===== config.mk =====
export PLATFORM = sky130hd
export DESIGN_NAME = fiso_queue
export DESIGN_NICKNAME = d
export VERILOG_FILES = /design/src/hdl/fiso_pkg.sv /design/src/hdl/fiso_queue.sv
export SDC_FILE = /design/constraint.sdc
export NUM_CORES = 1
export LEC_CHECK = 0
export ABC_CLOCK_PERIOD_IN_PS = 4100
export BUFFER_PORTS_ARGS = -buffer_cell sky130_fd_sc_hd__buf_2
export CORE_ASPECT_RATIO = 1.4
export CORE_MARGIN = 2
export CORE_UTILIZATION = 58
export CTS_BUF_LIST = sky130_fd_sc_hd__clkbuf_2
export DETAILED_ROUTE_END_ITERATION = 8
export PLACE_DENSITY_LB_ADDON = 0.2
export RECOVER_POWER = 50
export SLEW_MARGIN = 0
export SYNTH_ARGS = -nofsm -noshare
export SYNTH_HDL_FRONTEND = slang
export SYNTH_SLANG_ARGS = --single-unit

===== constraint.sdc =====
create_clock -name clk -period 4.1 [get_ports clk]
set_clock_uncertainty 0.15 [all_clocks]
set_input_delay 0.41 -clock clk [delete_from_list [all_inputs] [get_ports clk]]
set_output_delay 0.41 -clock clk [all_outputs]
set_load 0.05 [all_outputs]

===== src/hdl/fiso_pkg.sv =====
// Package with the shared types, codes and constants of the flat index mapper.
package fiso_pkg;

  // Field widths of the item and result beats.
  localparam int SLOT_W   = 10;
  localparam int LEN_W    = 16;
  localparam int INDEX_W  = 26;
  localparam int COUNT_W  = 11;
  localparam int SEGNUM_W = 10;
  localparam int OFFSET_W = 16;
  localparam int STATUS_W = 2;

  // Packed widths of the stream payloads.
  localparam int IN_TDATA_W  = 56;
  localparam int OUT_TDATA_W = 32;

  // Default table depth and reset value of the segment count.
  localparam int DEF_MAX_SEGMENTS = 1024;
  localparam logic [COUNT_W-1:0] COUNT_RESET = 11'd1;

  // Command queue between front and back.
  localparam int QDEPTH = 2;
  localparam int QPTR_W = 1;
  localparam int QCNT_W = 2;

  // Item opcodes.
  localparam logic OP_WRITE = 1'b0;
  localparam logic OP_MAP   = 1'b1;

  // Result status codes.
  typedef enum logic [STATUS_W-1:0] {
    ST_OK       = 2'd0,
    ST_UNSORTED = 2'd1,
    ST_BEYOND   = 2'd2
  } status_t;

  // Back end sequencer states.
  typedef enum logic [1:0] {
    S_IDLE,
    S_TEST,
    S_WAIT
  } back_state_t;

  // Decoded command handed from front to back.
  typedef struct packed {
    logic                is_map;
    logic                slot_ok;
    logic [SLOT_W-1:0]   slot;
    logic [LEN_W-1:0]    len;
    logic [INDEX_W-1:0]  idx;
    logic                start;
  } cmd_t;

endpackage


===== src/hdl/fiso_queue.sv =====
// Short command queue between the front end and the back end.
module fiso_queue
  import fiso_pkg::*;
(
  input  logic clk,
  input  logic rst_n,
  input  logic push_valid,
  output logic push_ready,
  input  cmd_t push_cmd,
  output logic pop_valid,
  input  logic pop_ready,
  output cmd_t pop_cmd
);

  cmd_t              entry_r [QDEPTH];
  logic [QPTR_W-1:0] wr_ptr_r, wr_ptr_nxt;
  logic [QPTR_W-1:0] rd_ptr_r, rd_ptr_nxt;
  logic [QCNT_W-1:0] fill_r, fill_nxt;
  logic              push, pop;

  assign push_ready = (fill_r != QCNT_W'(QDEPTH));
  assign pop_valid  = (fill_r != '0);
  assign pop_cmd    = entry_r[rd_ptr_r];
  assign push       = push_valid && push_ready;
  assign pop        = pop_valid && pop_ready;

  // Pointer and fill level update.
  always_comb begin
    wr_ptr_nxt = push ? wr_ptr_r + 1'b1 : wr_ptr_r;
    rd_ptr_nxt = pop ? rd_ptr_r + 1'b1 : rd_ptr_r;
    fill_nxt   = fill_r;
    if (push && !pop) begin
      fill_nxt = fill_r + 1'b1;
    end else if (pop && !push) begin
      fill_nxt = fill_r - 1'b1;
    end
  end

  always_ff @(posedge clk) begin
    if (!rst_n) begin
      wr_ptr_r <= '0;
      rd_ptr_r <= '0;
      fill_r   <= '0;
    end else begin
      wr_ptr_r <= wr_ptr_nxt;
      rd_ptr_r <= rd_ptr_nxt;
      fill_r   <= fill_nxt;
    end
    if (push) begin
      entry_r[wr_ptr_r] <= push_cmd;
    end
  end

endmodule


-- Word-level counts from Yosys, hierarchy flattened
Memory sizes are Yosys's and may differ from the RTL's. A register that Yosys moved wholly into a read port is not among the register bits.
Cells that the tools add are included.
- add/sub/neg operators: 4
- reductions and logical operators: 8
- multiplexer cells: 6
- eq/ne operators: 1
- operator list (operator ; count):
    $logic_and 1x1->1 ; 4
    $mux 1 ; 4
    $mux 2 ; 2
    $reduce_bool 2->1 ; 2
    $add 1x1->1 const B ; 2
    $add 2x1->2 const B ; 1
    $logic_not 1->1 ; 2
    $ne 2x2->1 const B ; 1
    $sub 2x1->2 const B ; 1
- output and inout bits: 57
- memories: 1
- register bits: 4
- logic and storage cells: 23
- bits in writable memories: 110
- memory list (name ; words ; bits a word ; rd ports ; clocked after memory_dff ; wr ports ; RTL line ; source):
    entry_r ; 2 ; 55 ; 1 ; 1 ; 1 ; fiso_queue.sv:15 ; cmd_t entry_r [QDEPTH];

-- Longest topological paths before layout
Gate-level depths: netlist of run 1.
- depth in word-level cells: 6
- depth in mapped cells: 6
- depth with buffers taken out: 6

-- Worst setup path before layout of run 1
No wires, ideal clock.
- path kind: reg-to-reg
- start point: register fill_r[0]
- end point: memory entry_r[1][0] in the netlist's numbering, enable pin
- data arrival time: 2.033 ns
- setup time: 0.419 ns
- stages on the path, launching flop included: 3
- clock period less this slack: 2.601 ns
- path slack: 1.499 ns
- data required time: 3.531 ns
- cells stage by stage: dfxtp_1 -> nand2b_4 -> and3_1
- longest elaborated chain between the ends: 4
- ends and longest elaborated chain (item ; RTL line ; source):
    start: declaration ; fiso_queue.sv:18 ; logic [QCNT_W-1:0] fill_r, fill_nxt;
    start signal: assignment ; fiso_queue.sv:47 ; fill_r <= fill_nxt;
    $ne 2x2->1 ; fiso_queue.sv:21 ; assign push_ready = (fill_r != QCNT_W'(QDEPTH));
    net push_ready ; fiso_queue.sv:8 ; output logic push_ready,
    $logic_and 1x1->1 ; fiso_queue.sv:24 ; assign push = push_valid && push_ready;
    $mux 1 ; fiso_queue.sv:49 ; if (push) begin
    $mux 1 (implied by the code) ; fiso_queue.sv:50 ; entry_r[wr_ptr_r] <= push_cmd;
    end: declaration ; fiso_queue.sv:15 ;
The timed path passes the listed nets, and every way through them passes these cells.

==> results of run 1 <==
## stage by stage
stage / worst slack, ns / utilization / power [mW] / hold slack, ns
detailed placement: 1.68 / 0.700 / 2.86 / 0.416
floorplan: 1.50 / - / 2.60 / 0.359
CTS: 0.949 / 0.807 / 3.48 / 0.0249
global placement: 1.68 / 0.700 / 2.85 / 0.388
finish: 1.03 / 0.799 / 3.45 / 0.118
global route: 0.824 / 0.799 / 3.59 / 0.0848
## sequential cells by signal (all words and copies together), names as in the netlist, named ones only
signal	count
entry_r	110
fill_r	2
wr_ptr_r	1
rd_ptr_r	1
## per-layer routing
layer,vias to the layer above,global-route usage
met5,-,0
met4,0,0.106
met3,22,0.0812
met2,98,0.366
met1,1201,0.228
li1,1155,-
## power groups by stage
stage / sequential [mW] / combinational [mW] / clock (mW)
4_1_cts: 1.55 / 1.33 / 0.602
3_5_place_dp: 1.58 / 1.29 / 0
5_1_grt: 1.57 / 1.37 / 0.654
2_1_floorplan: 1.53 / 1.07 / 0
6_report: 1.55 / 1.32 / 0.586
3_3_place_gp: 1.57 / 1.28 / 0
## cells in the mapped netlist, drive strengths merged
cell type,number,area share
a21boi,2,0.0036
dfxtp,5,0.024
inv,1,0.00089
edfxtp,110,0.79
buf,6,0.010
and3,1,0.0015
a21bo,1,0.0024
or2,1,0.0015
o21ai,2,0.0024
nand2b,1,0.0033
xnor2,2,0.0042
mux2,55,0.15
xor2,1,0.0021
nand3b,1,0.0018
or3,1,0.0015
ha,1,0.0030
and2,4,0.0059
## cells by family (layout without fill, tap and decap cells)
family,after synthesis,after routing,share of synthesized area
AOI/OAI and AO/OA,5,5,0.00833
and+or+nand+nor,9,9,0.0155
DFF,115,115,0.809
xor gates and xnor gates,3,3,0.00625
adders and majority gates,1,1,0.00297
buffers and inverters,7,208,0.0110
muxes,55,55,0.147
## worst max-delay path: cells and delay by family (launching register included)
family | cells | cell delay [ns]
multiplexers | 1 | 0.39
flip-flops | 1 | 0.79
buffers and inverters | 2 | 0.68
## worst paths after layout
kind	to	slack [ns]	cells after the start
max reg2reg	entry_r[1][41]$_DFFE_PP_	1.18	3
min reg2reg	fill_r[1]$_SDFFE_PN0P_	0.40	2
max	pop_cmd[5]	1.03	3
min	flip-flop	0.12	4
## what timing repair did
action                                  CTS  global route
hold buffers                             57             0
endpoints found under the hold margin   115             0
endpoints found under the setup margin    0             0
## final cells by class
cell class              instances  area share
repair buffers                175       0.201
multi-input cells              73       0.135
clock buffers                  21      0.0188
flip-flops and latches        115       0.611
inverters                       1    0.000673
well taps                      95      0.0213
clock inverters                11      0.0130
==> reports/results.tsv, run 1 <==
stage	metric	value	unit
timing	Worst Tran Pin Value	1.63	ns
grt	grt ovf	0	
power_and_ir_drop	switching power	1.38	mW
power_and_ir_drop	P_leak	2.06	nW
worst_hold_path	Worst Hold Class	input port to flip-flop	
worst_hold_path	HP Start	pop_ready	
power_and_ir_drop	Internal Power	2.07	mW
synth	Post-Syn Nets	255	
clock_network	CTS resizes	0	
worst_setup_path	r2r startpoint	fill_r[0]$_SDFFE_PN0P_	
power_and_ir_drop	sw frac	0.399	
timing	max frequency	326	MHz
worst_setup_path	nature of the critical path endpoint	primary output	
synth	Post-Synthesis Cells	195	
clock_network	CTS tree	done	
placed_design	DP HPWL	4.51	mm
cells_and_area	fin area	5580	sq um
worst_setup_path	WS Path Type	flip-flop to primary output	
grt	pin count of the biggest net entering global routing	37	
clock_network	Clk Tree Root Cell	clkbuf_2	
route	final wirelength	8.08	mm
route	max layer used	met4	
cells_and_area	FF/Latch Area	3400	sq um
power_and_ir_drop	PD cells	619	nW/um^2
grt	first-pass GRT wire length	12.6	mm
placed_design	I/O Buffers	115	
synth	Synth warnings	0	
route	wire length on met2	4.24	mm
power_and_ir_drop	Reg power frac	0.448	
route	met1 wire length	3.14	mm
worst_setup_path	Max FO, Critical Path	28	
outcome	failing checks	max-capacitance violations, max-slew violations	
worst_setup_path	critical path startpoint category	flip-flop	
grt	initial antenna violation count	0	
route	DR pass1 iterations	4	
job	Max Cap Violations	1	
clock_network	clock tree buffer depth	2	
timing	Setup violations, final	0	
power_and_ir_drop	combinational share of power	0.382	
route	First DRT Iteration DRCs	157	
floorplanning	Core Region	6980	sq um
cells_and_area	fraction of layout cells with a size suffix above 1	0.414	
placed_design	Placed Area	4880	sq um
timing	setup TNS	0	ns
route	WL/cell	16.5	um
floorplanning	Starting Density	0.603	
grt	number of global-route vias before repair	2704	
route	met3 WL	485	um
timing	fin crit share	0.749	
cells_and_area	area of the multi-input gates	751	sq um
placed_design	GP Congestion	0.734	
grt	gr usage total	0.213	
clock_network	CTS sink count	115	
floorplanning	Die Span Y	105	um
cells_and_area	Post-layout nets	443	
timing	Slew headroom	-0.0900	
route	Vias/cell	5.04	
cells_and_area	Layout Cells excl Fill	491	
cells_and_area	most frequent cells in the layout	110 x edfxtp_1, 73 x buf_2, 57 x dlygate4sd3_1	
synth	Yosys cell types	20	
worst_setup_path	Worst EP arrival	2.51	ns
clock_network	clk_lat worst skew	0.62	ns
clock_network	postcts setup bufs	0	
cells_and_area	fillcell total	394	
worst_setup_path	critical path's slowest cell	dfxtp_2	
timing	Max Slew Vio Count	36	
floorplanning	# IOs	116	
clock_network	Num CTS Buffers	17	
timing	post-layout min period	3.07	ns
floorplanning	die width	76.0	um
cells_and_area	commonest non-fill, non-tap cell in the layout	edfxtp_1	
clock_network	clk slew on worst S/H paths	0.16	ns
timing	RSZ-0062 raised after global routing	false	
synth	Netlist Area Pre-Place	4210	sq um
worst_setup_path	Worst Path Required	3.54	ns
synth	Seq/Total Area, Yosys	0.809	
synth	syn_area_per_cell	21.6	sq um
cells_and_area	n_diodes	0	
placed_design	placed cells	402	
clock_network	htree depth	4	
route	Vias	2476	
route	DRC Markers	0	
power_and_ir_drop	Clk network pwr share	0.170	
outcome	status	finished, violations left	
floorplanning	die area	7960	sq um
worst_setup_path	Critical Path, Cell by Cell	buf_4, mux2_2, buf_2	
cells_and_area	Layout area overhead	32.5	%
route	Antenna Nets Post-Route	0	
timing	final hold vios	0	
synth	number of synthesized register bits	115	
worst_setup_path	CP peak stage delay	0.79	ns
floorplanning	Rows	36	
power_and_ir_drop	Peak VDD IR	0.000567	V
Power figures use the tool's default switching activity.
==> run 2, diff against run 1 <==
--- a/config.mk
+++ b/config.mk
@@ -5,11 +5,12 @@
 export SDC_FILE = /design/constraint.sdc
 export NUM_CORES = 1
 export LEC_CHECK = 0
-export ABC_CLOCK_PERIOD_IN_PS = 4100
+export ABC_AREA = 1
+export ABC_CLOCK_PERIOD_IN_PS = 3150
 export BUFFER_PORTS_ARGS = -buffer_cell sky130_fd_sc_hd__buf_2
 export CORE_ASPECT_RATIO = 1.4
 export CORE_MARGIN = 2
-export CORE_UTILIZATION = 58
+export CORE_UTILIZATION = 54
 export CTS_BUF_LIST = sky130_fd_sc_hd__clkbuf_2
 export DETAILED_ROUTE_END_ITERATION = 8
 export PLACE_DENSITY_LB_ADDON = 0.2
==> constraint.sdc (replaced) <==
create_clock -name clk -period 3.15 [get_ports clk]
set_clock_uncertainty 0.15 [all_clocks]
set_input_delay 0.315 -clock clk [delete_from_list [all_inputs] [get_ports clk]]
set_output_delay 0.315 -clock clk [all_outputs]
set_load 0.05 [all_outputs]
==> run 2 against run 1 <==
Net effect: the run now ends clean; first-iteration DRC count shrank 46%; via count grew 0.97%; hold slack improved by 0.16 ns; combinational power grew 33%; global-route usage shrank 2.5 points; sequential power rose by 32%; cell count rose by 4.7%; die area increased by 13%; clock power rose by 27%; final area grew 4.9%; routed wire length decreased by 3.0%; largest cell class unchanged.
==> reports/results.tsv, run 2 <==
stage	metric	value	unit	change
synth	Synth area leaders	edfxtp_1 74%, mux2_4 17%, buf_12 2.2%		
job	Max Cap Violations	0		-1
worst_setup_path	Worst Path Required	2.68	ns	-0.86 ns
cells_and_area	Post-layout nets	459		+3.6%
clock_network	clk slew on worst S/H paths	0.14	ns	-0.02 ns
clock_network	CTS tree	done		
route	DRC Markers	0		unchanged
synth	Synth top cells by count	110 x edfxtp_1, 50 x mux2_4, 9 x nand2_1		
grt	initial antenna violation count	0		unchanged
timing	fin crit share	0.845		
cells_and_area	Layout area overhead	31.1	%	
route	DR pass1 iterations	4		unchanged
worst_setup_path	Max FO, Critical Path	28		unchanged
synth	number of synthesized register bits	115		unchanged
power_and_ir_drop	PD cells	777	nW/um^2	+25%
cells_and_area	number of flip-flops in the largest register	110		unchanged
synth	Yosys cell types	15		-25%
clock_network	CTS resizes	0		unchanged
worst_setup_path	Worst EP arrival	2.20	ns	-0.31 ns
cells_and_area	fin area	5850	sq um	+4.9%
clock_network	postcts setup bufs	0		unchanged
floorplanning	Core Region	8100	sq um	+16%
cells_and_area	Layout Cells excl Fill	514		+4.7%
placed_design	Placed Area	5150	sq um	+5.4%
floorplanning	Die Span Y	112	um	+6.5%
timing	min setup slack post-route	0.488	ns	-0.542 ns
route	First DRT Iteration DRCs	84		-46%
timing	Setup violations, final	0		unchanged
placed_design	I/O Buffers	115		unchanged
cells_and_area	most frequent cells in the layout	110 x edfxtp_1, 76 x buf_2, 58 x dlygate4sd3_1		
route	final wirelength	7.84	mm	-3.0%
route	Vias	2500		+0.97%
synth	Async SR Flop Fraction	0		unchanged
timing	Worst Tran Pin Value	1.23	ns	-0.403 ns
timing	setup TNS	0	ns	unchanged
synth	top_reg_cell synth	edfxtp_1		
placed_design	placed cells	424		+5.5%
cells_and_area	fraction of layout cells with a size suffix above 1	0.405		-0.00880
power_and_ir_drop	total power	4.54	mW	+32%
synth	Post-Syn Nets	268		+5.1%
grt	number of global-route vias before repair	2687		-0.63%
power_and_ir_drop	Peak VDD IR	0.000476	V	-16%
synth	Synth warnings	0		unchanged
grt	grt ovf	0		unchanged
timing	post-layout min period	2.66	ns	
synth	most frequent cell after synthesis	edfxtp_1		
clock_network	clock tree buffer depth	2		unchanged
placed_design	Post-Place Worst Slack	1.09	ns	-0.596 ns
synth	syn_area_per_cell	21.5	sq um	-0.59%
synth	EDFF count, synth	110		unchanged
synth	Synth top area share	0.740		-0.0447
timing	final hold slack	0.273	ns	+0.156 ns
grt	pin count of the biggest net entering global routing	29		-22%
synth	Synth area leader	edfxtp_1		
clock_network	Clk Tree Root Cell	clkbuf_2		
floorplanning	die width	80.8	um	+6.4%
floorplanning	Rows	39		+8.3%
floorplanning	# IOs	116		unchanged
timing	Max Slew Vio Count	0		-100%
synth	Seq/Total Area, Yosys	0.763		-0.0460
floorplanning	Starting Density	0.551		-0.0519
synth	Netlist Area Pre-Place	4460	sq um	+6.0%
worst_setup_path	WS Path Type	flip-flop to primary output		
route	Vias/cell	4.86		-3.5%
cells_and_area	Largest Register	entry_r		
clock_network	Num CTS Buffers	17		unchanged
grt	first-pass GRT wire length	12.2	mm	-2.7%
outcome	status	complete, no violations		
worst_setup_path	nature of the critical path endpoint	primary output		
synth	Post-Synthesis Cells	208		+6.7%
cells_and_area	n_diodes	0		unchanged
cells_and_area	Largest regs	entry_r x110, fill_r x2		
timing	final hold vios	0		unchanged
power_and_ir_drop	P_leak	2.29	nW	+11%
timing	RSZ-0062 raised after global routing	false		
timing	Slew headroom	0.178		+0.268
route	WL/cell	15.3	um	-7.3%
worst_setup_path	critical path startpoint category	flip-flop		
cells_and_area	final core occ	0.722		-0.0766
placed_design	DP HPWL	4.80	mm	+6.5%
clock_network	CTS sink count	115		unchanged
placed_design	GP Congestion	0.721		-1.8%
grt	gr usage total	0.188		-0.0251
route	Antenna Nets Post-Route	0		unchanged
clock_network	hold buffers post-CTS	58		+1.8%
cells_and_area	commonest non-fill, non-tap cell in the layout	edfxtp_1		
clock_network	clk_lat worst skew	0.60	ns	-0.02 ns
clock_network	htree depth	4		unchanged
timing	max frequency	376	MHz	
floorplanning	die area	9020	sq um	+13%
worst_hold_path	Worst Hold Class	input port to flip-flop		
[run 2: cell count changes after synthesis, moves of 2 or more]
cell	before	now
nor2_1	0	8
nand2_1	0	9
mux2_4	0	50
xnor2_1	2	0
buf_4	5	0
and2_1	4	0
inv_1	1	8
buf_12	0	5
mux2_2	55	5
[run 2: worst paths after layout]
kind,from,endpoint,slack [ns],cells past startpoint
min,push_cmd[19],entry_r[1][19]$_DFFE_PP_,0.27,2
max reg2reg,fill_r[0]$_SDFFE_PN0P_,entry_r[0][29]$_DFFE_PP_,0.70,5
min reg2reg,rd_ptr_r$_SDFFE_PN0P_,rd_ptr_r$_SDFFE_PN0P_,0.38,2
max,flip-flop,pop_cmd[34],0.49,3
[run 2: area by class of cell]
class / instances / area (sq um)
sequential: 115 / 3410
fill: 578 / 2250
timing repair buffer: 178 / 1180
multi-input combinational: 79 / 922
tap: 102 / 128
clock buffer: 22 / 110
clock inverter: 10 / 67.6
inverter: 8 / 30.0
[run 2: kinds of logic (layout without fill, tap and decap cells)]
kind of cell               after synthesis  count (layout)  synth area share
muxes                                   55              55             0.181
buffers and inverters                   14             218            0.0317
DFF                                    115             115             0.763
adders and majority gates                1               1           0.00280
and+or+nand+nor                         19              19            0.0168
AOI/OAI and AO/OA                        4               4           0.00505
[run 2: routing by layer]
| layer | up-vias | track usage | wire (um) |
|---|---|---|---|
| met5 | - | 0 | 0 |
| met3 | 11 | 0.0778 | 496 |
| met2 | 96 | 0.336 | 4370 |
| met4 | 0 | 0.0802 | 131 |
| li1 | 1185 | - | - |
| met1 | 1208 | 0.184 | 2840 |
[run 2: power breakdown]
part | internal [mW] | switching [mW] | total [mW]
sequential | 1.93 | 0.111 | 2.04
clock | 0.281 | 0.463 | 0.743
combinational | 0.595 | 1.16 | 1.76
[run 2: worst max-delay path, stage by stage, from the launching register on]
cell and delay (ns):
dfxtp_4 0.70, buf_12 0.30, mux2_2 0.36, buf_2 0.21
