## src/hdl/fiso_pkg.sv

```systemverilog
// Package with the shared types, codes and constants of the flat index mapper.
package fiso_pkg;

  // Field widths of the item and result beats.
  localparam int SLOT_W   = 10;
  localparam int LEN_W    = 16;
  localparam int INDEX_W  = 26;
  localparam int COUNT_W  = 11;
  localparam int SEGNUM_W = 10;
  localparam int OFFSET_W = 16;
  localparam int STATUS_W = 2;

  // Packed widths of the stream payloads.
  localparam int IN_TDATA_W  = 56;
  localparam int OUT_TDATA_W = 32;

  // Default table depth and reset value of the segment count.
  localparam int DEF_MAX_SEGMENTS = 1024;
  localparam logic [COUNT_W-1:0] COUNT_RESET = 11'd1;

  // Command queue between front and back.
  localparam int QDEPTH = 2;
  localparam int QPTR_W = 1;
  localparam int QCNT_W = 2;

  // Item opcodes.
  localparam logic OP_WRITE = 1'b0;
  localparam logic OP_MAP   = 1'b1;

  // Result status codes.
  typedef enum logic [STATUS_W-1:0] {
    ST_OK       = 2'd0,
    ST_UNSORTED = 2'd1,
    ST_BEYOND   = 2'd2
  } status_t;

  // Back end sequencer states.
  typedef enum logic [1:0] {
    S_IDLE,
    S_TEST,
    S_WAIT
  } back_state_t;

  // Decoded command handed from front to back.
  typedef struct packed {
    logic                is_map;
    logic                slot_ok;
    logic [SLOT_W-1:0]   slot;
    logic [LEN_W-1:0]    len;
    logic [INDEX_W-1:0]  idx;
    logic                start;
  } cmd_t;

endpackage

```

## src/hdl/fiso_front.sv

```systemverilog
// Front end: accepts input beats, decodes them and holds one command.
module fiso_front
  import fiso_pkg::*;
#(
  parameter int MAX_SEGMENTS = DEF_MAX_SEGMENTS
) (
  input  logic                  clk,
  input  logic                  rst_n,
  input  logic                  in_tvalid,
  output logic                  in_tready,
  input  logic [IN_TDATA_W-1:0] in_tdata,
  input  logic                  in_tuser,
  output logic                  cmd_valid,
  input  logic                  cmd_ready,
  output cmd_t                  cmd
);

  logic valid_r, valid_nxt;
  cmd_t cmd_r, cmd_nxt;
  logic take;

  // A new beat is taken when the holding register is empty or drains now.
  assign in_tready = !valid_r || cmd_ready;
  assign take      = in_tvalid && in_tready;
  assign cmd_valid = valid_r;
  assign cmd       = cmd_r;

  // Unpack and classify the beat.
  always_comb begin
    cmd_nxt = cmd_r;
    if (take) begin
      cmd_nxt.is_map  = (in_tuser == OP_MAP);
      cmd_nxt.slot    = in_tdata[SLOT_W-1:0];
      cmd_nxt.slot_ok = (32'(in_tdata[SLOT_W-1:0]) < MAX_SEGMENTS);
      cmd_nxt.len     = in_tdata[SLOT_W+LEN_W-1:SLOT_W];
      cmd_nxt.idx     = in_tdata[SLOT_W+LEN_W+INDEX_W-1:SLOT_W+LEN_W];
      cmd_nxt.start   = in_tdata[SLOT_W+LEN_W+INDEX_W];
    end
  end

  // Holding register occupancy.
  always_comb begin
    valid_nxt = valid_r;
    if (take) begin
      valid_nxt = 1'b1;
    end else if (cmd_ready) begin
      valid_nxt = 1'b0;
    end
  end

  always_ff @(posedge clk) begin
    if (!rst_n) begin
      valid_r <= 1'b0;
    end else begin
      valid_r <= valid_nxt;
    end
    cmd_r <= cmd_nxt;
  end

endmodule

```

## config.mk

```make
export PLATFORM = sky130hd
export DESIGN_NAME = fiso_front
export DESIGN_NICKNAME = d
export VERILOG_FILES = /design/src/hdl/fiso_pkg.sv /design/src/hdl/fiso_front.sv
export SDC_FILE = /design/constraint.sdc
export NUM_CORES = 1
export LEC_CHECK = 0
export ABC_AREA = 1
export BUFFER_PORTS_ARGS = -buffer_cell sky130_fd_sc_hd__buf_2
export CAP_MARGIN = 20
export CORE_ASPECT_RATIO = 1.75
export CORE_UTILIZATION = 40
export DETAILED_ROUTE_END_ITERATION = 8
export MAX_ROUTING_LAYER = met4
export PLACE_DENSITY = 0.83
export SLEW_MARGIN = 15
export SYNTH_ARGS = -nofsm -noshare
export SYNTH_HDL_FRONTEND = slang
export SYNTH_SLANG_ARGS = --single-unit
```

## constraint.sdc

```tcl
create_clock -name clk -period 6.9 [get_ports clk]
set_input_delay 1.035 -clock clk [delete_from_list [all_inputs] [get_ports clk]]
set_output_delay 1.035 -clock clk [all_outputs]
set_load 0.05 [all_outputs]
```

# Word level (Yosys, flattened, before mapping)
# Cells that the tools add are included.
# word_totals
register_bits,55
input_bits,61
out_inout_bits,57
word_cells,12
# classes
n_mux,2
n_reduce_logical,4
# ops
cell,count
1-bit two-way mux,2
2-bit nonzero test,1
1-bit logical AND,1
1-bit zero test,1
1-bit logical OR,1

# Longest topological paths before layout
# Gate-level depths: netlist (run 1).
# depth
depth_word,4
ltp_mapped,3
depth_no_buf,3

# Worst setup path after synthesis (run 1)
# Ideal clock, no wire load.
# synth_path
kind,input-to-reg
startpoint,input port in_tvalid
endpoint,register cmd_r (netlist bit cmd[0]) (enable)
setup_ps,483
arrival_time_ps,3720
t_required_ps,6417
path_slack_ps,2696
path_stages,2
path_cell_list,inv_1 > a21oi_1
# synth_between
elab_chain_len,1
# synth_rtl
item,line_no,text
"start, declared",fiso_front.sv:9,"input logic in_tvalid,"
1-bit logical AND,fiso_front.sv:24,assign take = in_tvalid && in_tready;
net take,fiso_front.sv:20,logic take;
"end signal, assigned",fiso_front.sv:57,cmd_r <= cmd_nxt;
"end, declared",fiso_front.sv:19,"cmd_t cmd_r, cmd_nxt;"
# The timed path passes the listed nets, and every way through them passes these cells.
# A chain may end at the register's enable or synchronous reset.

# Worst setup path in the final report (run 1)
# layout_path
startpoint,input port cmd_ready
endpoint,output port in_tready
# layout_between
elab_chain_len,1
# layout_rtl
item,line_no,text
"start, declared",fiso_front.sv:14,"input logic cmd_ready,"
1-bit logical OR,fiso_front.sv:23,assign in_tready = !valid_r || cmd_ready;
"end, declared",fiso_front.sv:10,"output logic in_tready,"
# No other way between the ends.

==> qor.csv, run 1 <==
stage,metric,value,unit
detailed_routing,DR pass1 iterations,3,
worst_setup_path,Max stage delay on crit path,0.26,ns
clock_network,maximum clock path buffer count,2,
layout,fillers,336,
place,pre-CTS setup slack,4.28,ns
hold_path,hold path start,cmd_valid,
timing,final worst path period need,2.52,ns
synth,Post-synth EDFFs,54,
synth,ys async rst share,0,%
synth,Netlist cell types,9,
synth,syn_nets,124,
clock_network,# resized after CTS,0,
layout,layout cell share with drive strength beyond 1,66.8,%
layout,"Non-Filler Cell Area, Final",2400,sq um
power_and_ir_drop,worst IR drop on VDD,0.171,mV
place,routability cong.,0.710,
worst_setup_path,Most common cell on crit path,buf_2,
timing,"Worst Setup Slack, final",4.38,ns
timing,Hold Slack,0.527,ns
place,Placed Area,2320,sq um
layout,Layout area overhead,42.6,%
power_and_ir_drop,Power Density,279,nW/um^2
worst_setup_path,worst r2r src,cmd_valid,
synth,mux cell area share after synthesis,0,%
synth,post-synthesis simple-gate area fraction,0.371,%
layout,fin nets,244,
worst_setup_path,CP startpoint kind,input port,
detailed_routing,Vias,1015,
floorplanning,total core area,3940,sq um
place,HPWL after DPL,2610,um
floorplanning,row count,30,
place,port bufs,113,
global_route,largest net degree at the start of global routing,34,
clock_network,clk_lat worst skew,0.29,ns
synth,"Top FF cell, synth",edfxtp_1,
global_route,vias in the first global route,996,
clock_network,Setup Buffers After CTS,0,
synth,Synth area leader,edfxtp_1,
power_and_ir_drop,Pleak,1.04,nW
timing,Peak Freq,0.397,GHz
detailed_routing,DRC errors left,0,
timing,final hold violations,0,
synth,synthesis-stage register bit count,55,
worst_setup_path,CP bufs+invs,3,
floorplanning,Die Y-Extent,87.8,um
synth,xor and xnor area share after synthesis,0,%
worst_setup_path,Worst Setup End Kind,output port,
global_route,initial antenna violation count,0,
clock_network,"Reg clk slew, reported paths",0.08,ns
synth,synthesized-area fraction occupied by adder cells,0,%
worst_setup_path,"critical path fanouts, max",2,
timing,RSZ-0062 raised after global routing,no,
worst_setup_path,CP required,5.86,ns
run_status,outcome,finished clean,
timing,Slew @ Worst Pin,0.680,ns
worst_setup_path,Crit path max-delay family,buffers and inverters,
synth,main combinational cell family by area after synthesis,buffers and inverters,
clock_network,clk sinks,55,
synth,"top cells by area, synth","edfxtp_1 (96%), dfxtp_1 (1.2%), a21oi_2 (0.52%)",
timing,fin. max-slew vios,0,
worst_setup_path,worst path cell trace,buf_2 > inv_2 > nand2_2 > buf_2,
worst_setup_path,flop2flop setup slack,5.12,ns
hold_path,Hold Crit Class,reg -> reg,
detailed_routing,DR iter-0 viols,28,
timing,final setup vio count,0,
timing,Worst slew margin,54.6,%
synth,compound-cell area share of the yosys netlist,0.817,%
worst_setup_path,CP arrival,1.48,ns
floorplanning,Starting Density,42.7,%
timing,final critical-path share of the clock period,36.5,%
floorplanning,I/O pin count,118,
floorplanning,die width,51.1,um
synth,Synth Warn #,0,
worst_setup_path,crit path from,cmd_ready,
detailed_routing,Post-Route WL,3350,um
worst_setup_path,"Max stage delay cell, worst path",buf_2,
clock_network,Clock Root Buffer,clkbuf_8,
synth,syn avg cell area,26.7,sq um
synth,"Seq/Total Area, Yosys",97.5,%
global_route,first-pass GRT wire length,4690,um
clock_network,CTS tree,done,
detailed_routing,Avg WL per Cell,14.4,um
synth,most common cell in the netlist,edfxtp_1,
synth,top cell types by occurrence after synthesis,"edfxtp_1 (54), inv_1 (2)",
timing,setup TNS,0,ns
layout,# diodes,0,
run,Max-cap violations,0,
detailed_routing,Vias/cell,4.38,
global_route,Overall Global Routing Usage,16.1,%
timing,skew final,0.00455,ns
clock_network,number of CTS-inserted buffers,5,
synth,Mapped Cells,63,
synth,post-synthesis instance area,1680,sq um
detailed_routing,Routed Antenna Nets,0,
clock_network,H-tree level count,2,
worst_setup_path,kind of critical path,in -> out,
synth,Yosys top cell area share,96.3,%
global_route,GRT overflow,0,
clock_network,hold_buf cts,0,
floorplanning,Die ar.,4480,sq um
[power breakdown]
part / switching, mW / total, mW / internal, mW / leakage (nW)
clock network: 0.0908 / 0.163 / 0.0723 / 0.0395
logic: 0.0874 / 0.112 / 0.0247 / 0.474
registers: 0.00452 / 0.394 / 0.390 / 0.531
[placed cells by master (no fill, tap or decap)]
cell type  count
buf_2        113
edfxtp_1      54
clkbuf_8       5
clkbuf_1       3
inv_1          2
inv_2          1
a21oi_4        1
nand2_2        1
a21oi_2        1
conb_1         1
dfxtp_1        1
buf_4          1
[metrics by stage]
step                std cells  utilization, %  total power, mW
floorplan                  63               -            0.481
global placement          224            58.9            0.512
detailed placement        224            58.9            0.515
CTS                       232            60.9            0.676
global route              232            60.9            0.696
finish                    232            60.9            0.669
[area by class of cell]
class / instances / area, sq um / area share (%)
clock buffers: 8 / 80.1 / 3.34
well taps: 48 / 60.1 / 2.50
repair buffers: 114 / 573 / 23.9
multi-input cells: 4 / 35.0 / 1.46
flip-flops and latches: 55 / 1640 / 68.4
inverters: 3 / 11.3 / 0.469
[worst register-to-register path: cells and delay by family, from the launching register on]
kind | cells | cell delay [ns]
compound gates | 1 | 0.58
buf+inv | 1 | 0.50
flops | 1 | 0.36
[sequential cells by signal, indices dropped and copies added, names as in the netlist]
signal / count
cmd_valid: 1
cmd: 54
[layer usage]
metal | routed length (um) | up-vias | global-route usage, %
met4 | 125 | 0 | 10.9
met3 | 252 | 12 | 5.90
li1 | - | 479 | -
met2 | 1940 | 63 | 26.1
met5 | 0 | - | -
met1 | 1030 | 461 | 15.7
[path summary, 6_finish.rpt]
| kind | end | cells past startpoint |
|---|---|---|
| worst max register to register | cmd[1] | 2 |
| worst min-delay path | cmd_valid | 2 |
| worst min register to register | cmd_valid | 2 |
| worst max-delay path | in_tready | 4 |
[cells by family (layout without fill, tap and decap cells)]
kind of cell	Yosys count	in the layout
DFF	55	55
buffers and inverters	4	125
AOI/OAI and AO/OA	2	2
other	1	1
and+or+nand+nor	1	1
No activity file was read; power rests on OpenSTA's default activity.
==> run 2: changes to the inputs <==
--- a/config.mk
+++ b/config.mk
@@ -5,14 +5,14 @@
 export SDC_FILE = /design/constraint.sdc
 export NUM_CORES = 1
 export LEC_CHECK = 0
-export ABC_AREA = 1
+export ABC_AREA = 0
 export BUFFER_PORTS_ARGS = -buffer_cell sky130_fd_sc_hd__buf_2
 export CAP_MARGIN = 20
 export CORE_ASPECT_RATIO = 1.75
-export CORE_UTILIZATION = 40
+export CORE_UTILIZATION = 36
 export DETAILED_ROUTE_END_ITERATION = 8
 export MAX_ROUTING_LAYER = met4
-export PLACE_DENSITY = 0.83
+export PLACE_DENSITY = 0.79
 export SLEW_MARGIN = 15
 export SYNTH_ARGS = -nofsm -noshare
 export SYNTH_HDL_FRONTEND = slang
==> constraint.sdc (replaced) <==
create_clock -name clk -period 2.2 [get_ports clk]
set_input_delay 0.33 -clock clk [delete_from_list [all_inputs] [get_ports clk]]
set_output_delay 0.33 -clock clk [all_outputs]
set_load 0.05 [all_outputs]
==> run 2 against run 1 <==
  * Sequential power rose to 3.1 times the previous value
  * Clock power rose to 2.9 times the previous value
  * Cell count down 0.86%
  * Highest routed layer unchanged
  * Clock-buffer cell count fell by 2
  * Utilization shrank 7.3 points
  * Clock skew fell by 0.00074 ns
  * Sequential cell count stayed put
  * Combinational power increased to 3.1 times the previous value
  * Register-to-register slack lost 4.3 ns
==> qor.csv, run 2 <==
stage,metric,value,unit
floorplanning,row count,32,
clock_network,Clock Root Buffer,clkbuf_8,
worst_setup_path,RR Endpoint,cmd[14],
synth,"top cells by area, synth","edfxtp_1 (96%), dfxtp_1 (1.2%), nand2b_4 (0.81%)",
global_route,first-pass GRT wire length,4410,um
timing,final setup vio count,0,
clock_network,maximum clock path buffer count,2,
synth,syn_nets,122,
timing,"Worst Setup Slack, final",0.803,ns
timing,fin. max-slew vios,0,
floorplanning,Starting Density,38.0,%
clock_network,Setup Buffers After CTS,0,
worst_setup_path,Reg2Reg Depth,2,
synth,post-synthesis instance area,1690,sq um
timing,Worst slew margin,54.6,%
synth,Mapped Cells,61,
global_route,Overall Global Routing Usage,13.6,%
clock_network,hold_buf cts,0,
synth,synthesis-stage register bit count,55,
run_status,outcome,finished clean,
clock_network,H-tree level count,2,
synth,main combinational cell family by area after synthesis,simple AND/OR/NAND/NOR gates,
worst_setup_path,CP bufs+invs,0,
clock_network,clk sinks,55,
synth,"Top FF cell, synth",edfxtp_1,
layout,layout cell share with drive strength beyond 1,67.6,%
place,port bufs,113,
worst_setup_path,Max stage delay on crit path,0.60,ns
global_route,initial antenna violation count,0,
detailed_routing,Routed Antenna Nets,0,
layout,fillers,384,
synth,post-synthesis simple-gate area fraction,1.33,%
worst_setup_path,CP startpoint kind,flip-flop,
global_route,GRT overflow,0,
worst_setup_path,kind of critical path,reg -> reg,
place,HPWL after DPL,2430,um
synth,Synth area leader,edfxtp_1,
worst_setup_path,CP arrival,1.32,ns
power_and_ir_drop,Pleak,1.04,nW
worst_setup_path,"Max stage delay cell, worst path",and2_4,
power_and_ir_drop,worst IR drop on VDD,0.552,mV
detailed_routing,DRC errors left,0,
place,routability cong.,0.702,
clock_network,CTS tree,done,
clock_network,"Reg clk slew, reported paths",0.08,ns
worst_setup_path,worst path cell trace,nand2b_4 > and2_4,
clock_network,# resized after CTS,0,
clock_network,number of CTS-inserted buffers,5,
worst_setup_path,"critical path fanouts, max",54,
hold_path,Worst Hold End,cmd[18],
synth,Yosys top cell area share,95.9,%
timing,Slew @ Worst Pin,0.682,ns
floorplanning,die width,53.8,um
worst_setup_path,CP required,2.12,ns
detailed_routing,Vias/cell,4.35,
synth,Netlist cell types,8,
floorplanning,Die Y-Extent,92.6,um
worst_setup_path,Worst Setup End Kind,flip-flop,
timing,final worst path period need,1.40,ns
floorplanning,I/O pin count,118,
detailed_routing,Avg WL per Cell,13.7,um
synth,Post-synth EDFFs,54,
layout,# diodes,0,
worst_setup_path,worst r2r src,cmd_valid,
floorplanning,total core area,4440,sq um
worst_setup_path,Crit path max-delay family,simple AND/OR/NAND/NOR gates,
synth,ys async rst share,0,%
detailed_routing,DR iter-0 viols,22,
timing,setup TNS,0,ns
synth,"Seq/Total Area, Yosys",97.1,%
timing,final hold violations,0,
hold_path,Hold Crit Class,in -> reg,
layout,most frequent cells in the layout,"buf_2 (113), edfxtp_1 (54), clkbuf_8 (5)",
detailed_routing,DR pass1 iterations,4,
detailed_routing,Post-Route WL,3150,um
layout,"commonest non-fill, non-tap cell in the layout",buf_2,
synth,most common cell in the netlist,edfxtp_1,
synth,synthesized-area fraction occupied by adder cells,0,%
global_route,vias in the first global route,969,
floorplanning,Die ar.,4980,sq um
power_and_ir_drop,Power Density,864,nW/um^2
run,Max-cap violations,0,
layout,Layout area overhead,41.1,%
timing,RSZ-0062 raised after global routing,no,
layout,fin nets,241,
clock_network,clk_lat worst skew,0.29,ns
place,pre-CTS setup slack,0.666,ns
global_route,largest net degree at the start of global routing,55,
synth,xor and xnor area share after synthesis,0,%
detailed_routing,Vias,1000,
timing,final critical-path share of the clock period,63.5,%
hold_path,Hold Path Stages,1,
worst_setup_path,flop2flop setup slack,0.80,ns
synth,syn avg cell area,27.7,sq um
synth,Synth Warn #,0,
timing,Peak Freq,0.716,GHz
timing,skew final,0.00381,ns
synth,mux cell area share after synthesis,0,%
synth,compound-cell area share of the yosys netlist,0.666,%
hold_path,hold path start,in_tdata[43],
layout,max FFs per register,54,
## run 2: changes by cell type in the layout (fill, tap and decap cells not counted), sizes merged
cell	previous run	this run
a21oi	2	0
clkbuf	8	6
nand2b	0	1
buf	114	113
and2	0	1
a21boi	0	1
inv	3	1
nand2	1	0
## run 2: worst max-delay path by stage
stage	start	to	slack [ns]	cells after the start
floorplan	cmd_valid	cmd[0]	0.56	2
global placement	cmd_ready	cmd[50]	0.71	3
detailed placement	cmd_ready	cmd[33]	0.67	3
CTS	cmd_valid	cmd[14]	0.79	2
global route	cmd_valid	cmd[30]	0.73	2
finish	cmd_valid	cmd[14]	0.80	2
## run 2: through the flow
step	total power, mW	hold WS, ns	util [%]	instance area, sq um	std cells
after floorplan	1.50	0.429	-	1690	61
after global placement	1.60	0.483	52.0	2310	224
after detailed placement	1.61	0.502	52.0	2310	224
after CTS	2.09	0.196	53.7	2380	230
after global routing	2.14	0.188	53.7	2380	230
final	2.06	0.210	53.7	2380	230
## run 2: cell families after synthesis
logic type      after synthesis
compound gates                1
buf+inv                       2
flops                        55
other cells                   1
simple gates                  2
## run 2: where the power goes
part           leakage [nW]  switching [mW]  total [mW]  internal (mW)
registers             0.531          0.0129        1.24           1.22
clock network        0.0371           0.265       0.478          0.213
logic                 0.468           0.271       0.348         0.0773
## run 2: final cells by class
type	instances	area [sq um]	share of cell area, %
Sequential cell	55	1640	68.8
Timing Repair Buffer	113	566	23.7
Clock buffer	6	72.6	3.04
Tap cell	51	63.8	2.68
Multi-Input combinational cell	4	37.5	1.57
Inverter	1	3.75	0.157
## run 2: layer usage
| metal | part of all wire [%] | track usage, % | wire length [um] |
|---|---|---|---|
| met1 | 31 | 12.3 | 963 |
| met2 | 58 | 22.2 | 1830 |
| met3 | 8.1 | 5.42 | 255 |
| met4 | 3.4 | 8.55 | 106 |
| met5 | 0 | - | 0 |
==> run 3: changes to the inputs <==
--- a/config.mk
+++ b/config.mk
@@ -5,7 +5,7 @@
 export SDC_FILE = /design/constraint.sdc
 export NUM_CORES = 1
 export LEC_CHECK = 0
-export ABC_AREA = 0
+export ABC_AREA = 1
 export BUFFER_PORTS_ARGS = -buffer_cell sky130_fd_sc_hd__buf_2
 export CAP_MARGIN = 20
 export CORE_ASPECT_RATIO = 1.75
==> constraint.sdc (replaced) <==
create_clock -name clk -period 1.1 [get_ports clk]
set_input_delay 0.165 -clock clk [delete_from_list [all_inputs] [get_ports clk]]
set_output_delay 0.165 -clock clk [all_outputs]
set_load 0.05 [all_outputs]
==> run 3 against run 2 <==
  * First-iteration DRC count grew 4.5%
  * Clock skew grew 0.00067 ns
  * Power grew 130%
  * Global-route usage grew 0.29 points
  * Clock-buffer cell count shrank 1
  * Routed wire length grew 3.7%
  * Combinational power grew 110%
  * Via count grew 1.4%
  * Utilization grew 3.6 points
  * Critical path type is now reg -> out
  * Largest power group unchanged
==> qor.csv, run 3 (synthesized netlist as in run 1, its figures left out) <==
stage,metric,value,unit
timing,"Worst Setup Slack, final",0.0135,ns
layout,fin nets,245,
layout,layout cell share with drive strength beyond 1,69.2,%
clock_network,Clock Root Buffer,clkbuf_8,
global_route,first-pass GRT wire length,4480,um
layout,most frequent cells in the layout,"buf_2 (99), edfxtp_1 (54), buf_4 (8)",
floorplanning,Starting Density,37.9,%
clock_network,H-tree level count,2,
timing,final worst path period need,1.09,ns
worst_setup_path,Worst Setup End Kind,output port,
timing,final setup vio count,0,
floorplanning,die width,53.7,um
detailed_routing,DR iter-0 viols,23,
layout,max FFs per register,54,
detailed_routing,Vias,1014,
floorplanning,I/O pin count,118,
worst_setup_path,CP required,0.94,ns
worst_setup_path,kind of critical path,reg -> out,
worst_setup_path,"critical path fanouts, max",1,
layout,"commonest non-fill, non-tap cell in the layout",buf_2,
detailed_routing,DR pass1 iterations,4,
worst_setup_path,CP bufs+invs,1,
global_route,vias in the first global route,960,
run,Max-cap violations,0,
timing,RSZ-0062 raised after global routing,yes,
place,pre-CTS setup slack,0.0271,ns
worst_setup_path,Max stage delay on crit path,0.39,ns
worst_setup_path,flop2flop setup slack,0.02,ns
place,routability cong.,0.667,
timing,Peak Freq,0.920,GHz
global_route,largest net degree at the start of global routing,32,
layout,multi-input logic area,35.0,sq um
floorplanning,row count,32,
global_route,GRT overflow,0,
power_and_ir_drop,Pleak,1.10,nW
timing,skew final,0.00448,ns
detailed_routing,Vias/cell,4.30,
detailed_routing,Avg WL per Cell,13.9,um
hold_path,hold path start,in_tdata[34],
clock_network,maximum clock path buffer count,2,
power_and_ir_drop,total power,4.73,mW
run_status,outcome,finished clean,
place,placed insts,228,
power_and_ir_drop,Power Density,1860,nW/um^2
detailed_routing,DRC errors left,0,
worst_setup_path,RR Endpoint,cmd[27],
layout,Register Area,1650,sq um
clock_network,"Reg clk slew, reported paths",0.09,ns
power_and_ir_drop,worst IR drop on VDD,1.09,mV
worst_setup_path,worst path cell trace,clkbuf_4,
worst_setup_path,Crit path max-delay family,flip-flops,
timing,final hold violations,0,
clock_network,CTS tree,done,
layout,post-layout util,57.2,%
hold_path,Hold Path Stages,1,
clock_network,clk_lat worst skew,0.30,ns
timing,fin. max-slew vios,0,
global_route,Overall Global Routing Usage,13.9,%
detailed_routing,Post-Route WL,3270,um
floorplanning,total core area,4440,sq um
detailed_routing,Routed Antenna Nets,0,
layout,"non-filler cells, final",236,
layout,fillers,370,
clock_network,number of CTS-inserted buffers,5,
worst_setup_path,worst r2r src,cmd_valid,
layout,Layout area overhead,51.0,%
hold_path,Hold Crit Class,in -> reg,
global_route,initial antenna violation count,0,
worst_setup_path,CP arrival,0.92,ns
hold_path,Worst Hold End,cmd[9],
place,HPWL after DPL,2500,um
layout,# diodes,0,
timing,final critical-path share of the clock period,98.8,%
worst_setup_path,Reg2Reg Depth,2,
place,port bufs,113,
floorplanning,Die ar.,4970,sq um
timing,Hold Slack,0.0317,ns
worst_setup_path,CP startpoint kind,flip-flop,
worst_setup_path,"Max stage delay cell, worst path",edfxtp_1,
floorplanning,Die Y-Extent,92.5,um
clock_network,clk sinks,55,
==> run 3: worst max-delay path by stage <==
stage | start | end | cells past startpoint
after floorplan | cmd_valid | cmd[0] | 1
after global placement | cmd_valid | cmd[14] | 2
after detailed placement | cmd_valid | cmd[29] | 2
after CTS | cmd_valid | in_tready | 2
after global routing | cmd_valid | cmd[27] | 2
final | cmd[43] | cmd[43] | 1
==> run 3: power by group <==
part,switching (mW),internal [mW]
logic,0.552,0.190
registers,0.0293,2.44
clock network,0.610,0.907
==> run 3: area by class of cell <==
class	instances	share of cell area, %
clock inverter	3	2.66
multi-input combinational	4	1.38
timing repair buffer	115	25.6
inverter	3	0.443
clock buffer	5	2.71
sequential	55	64.7
tap	51	2.51
==> run 3: per-layer routing <==
| layer | vias up | wire (um) | GRT usage, % |
|---|---|---|---|
| met2 | 59 | 1750 | 22.6 |
| met1 | 469 | 1150 | 14.2 |
| li1 | 481 | - | - |
| met4 | 0 | 62 | 6.58 |
| met3 | 5 | 307 | 4.76 |
| met5 | - | 0 | - |
==> run 3: repair_timing <==
| action | in CTS | in global routing |
|---|---|---|
| buffers inserted | 0 | 0 |
| pin swaps | 0 | 0 |
| hold buffers | 0 | 0 |
| gates resized for setup | 5 | 19 |
| setup endpoints to repair | 3 | 43 |
==> run 3: stage by stage <==
| stage | instance area [sq um] | setup TNS, ns |
|---|---|---|
| 6_report | 2540 | 0 |
| 5_1_grt | 2540 | -0.921 |
| 4_1_cts | 2510 | 0 |
| 3_5_place_dp | 2360 | 0 |
| 3_3_place_gp | 2360 | 0 |
| 2_1_floorplan | 1700 | -36.10 |
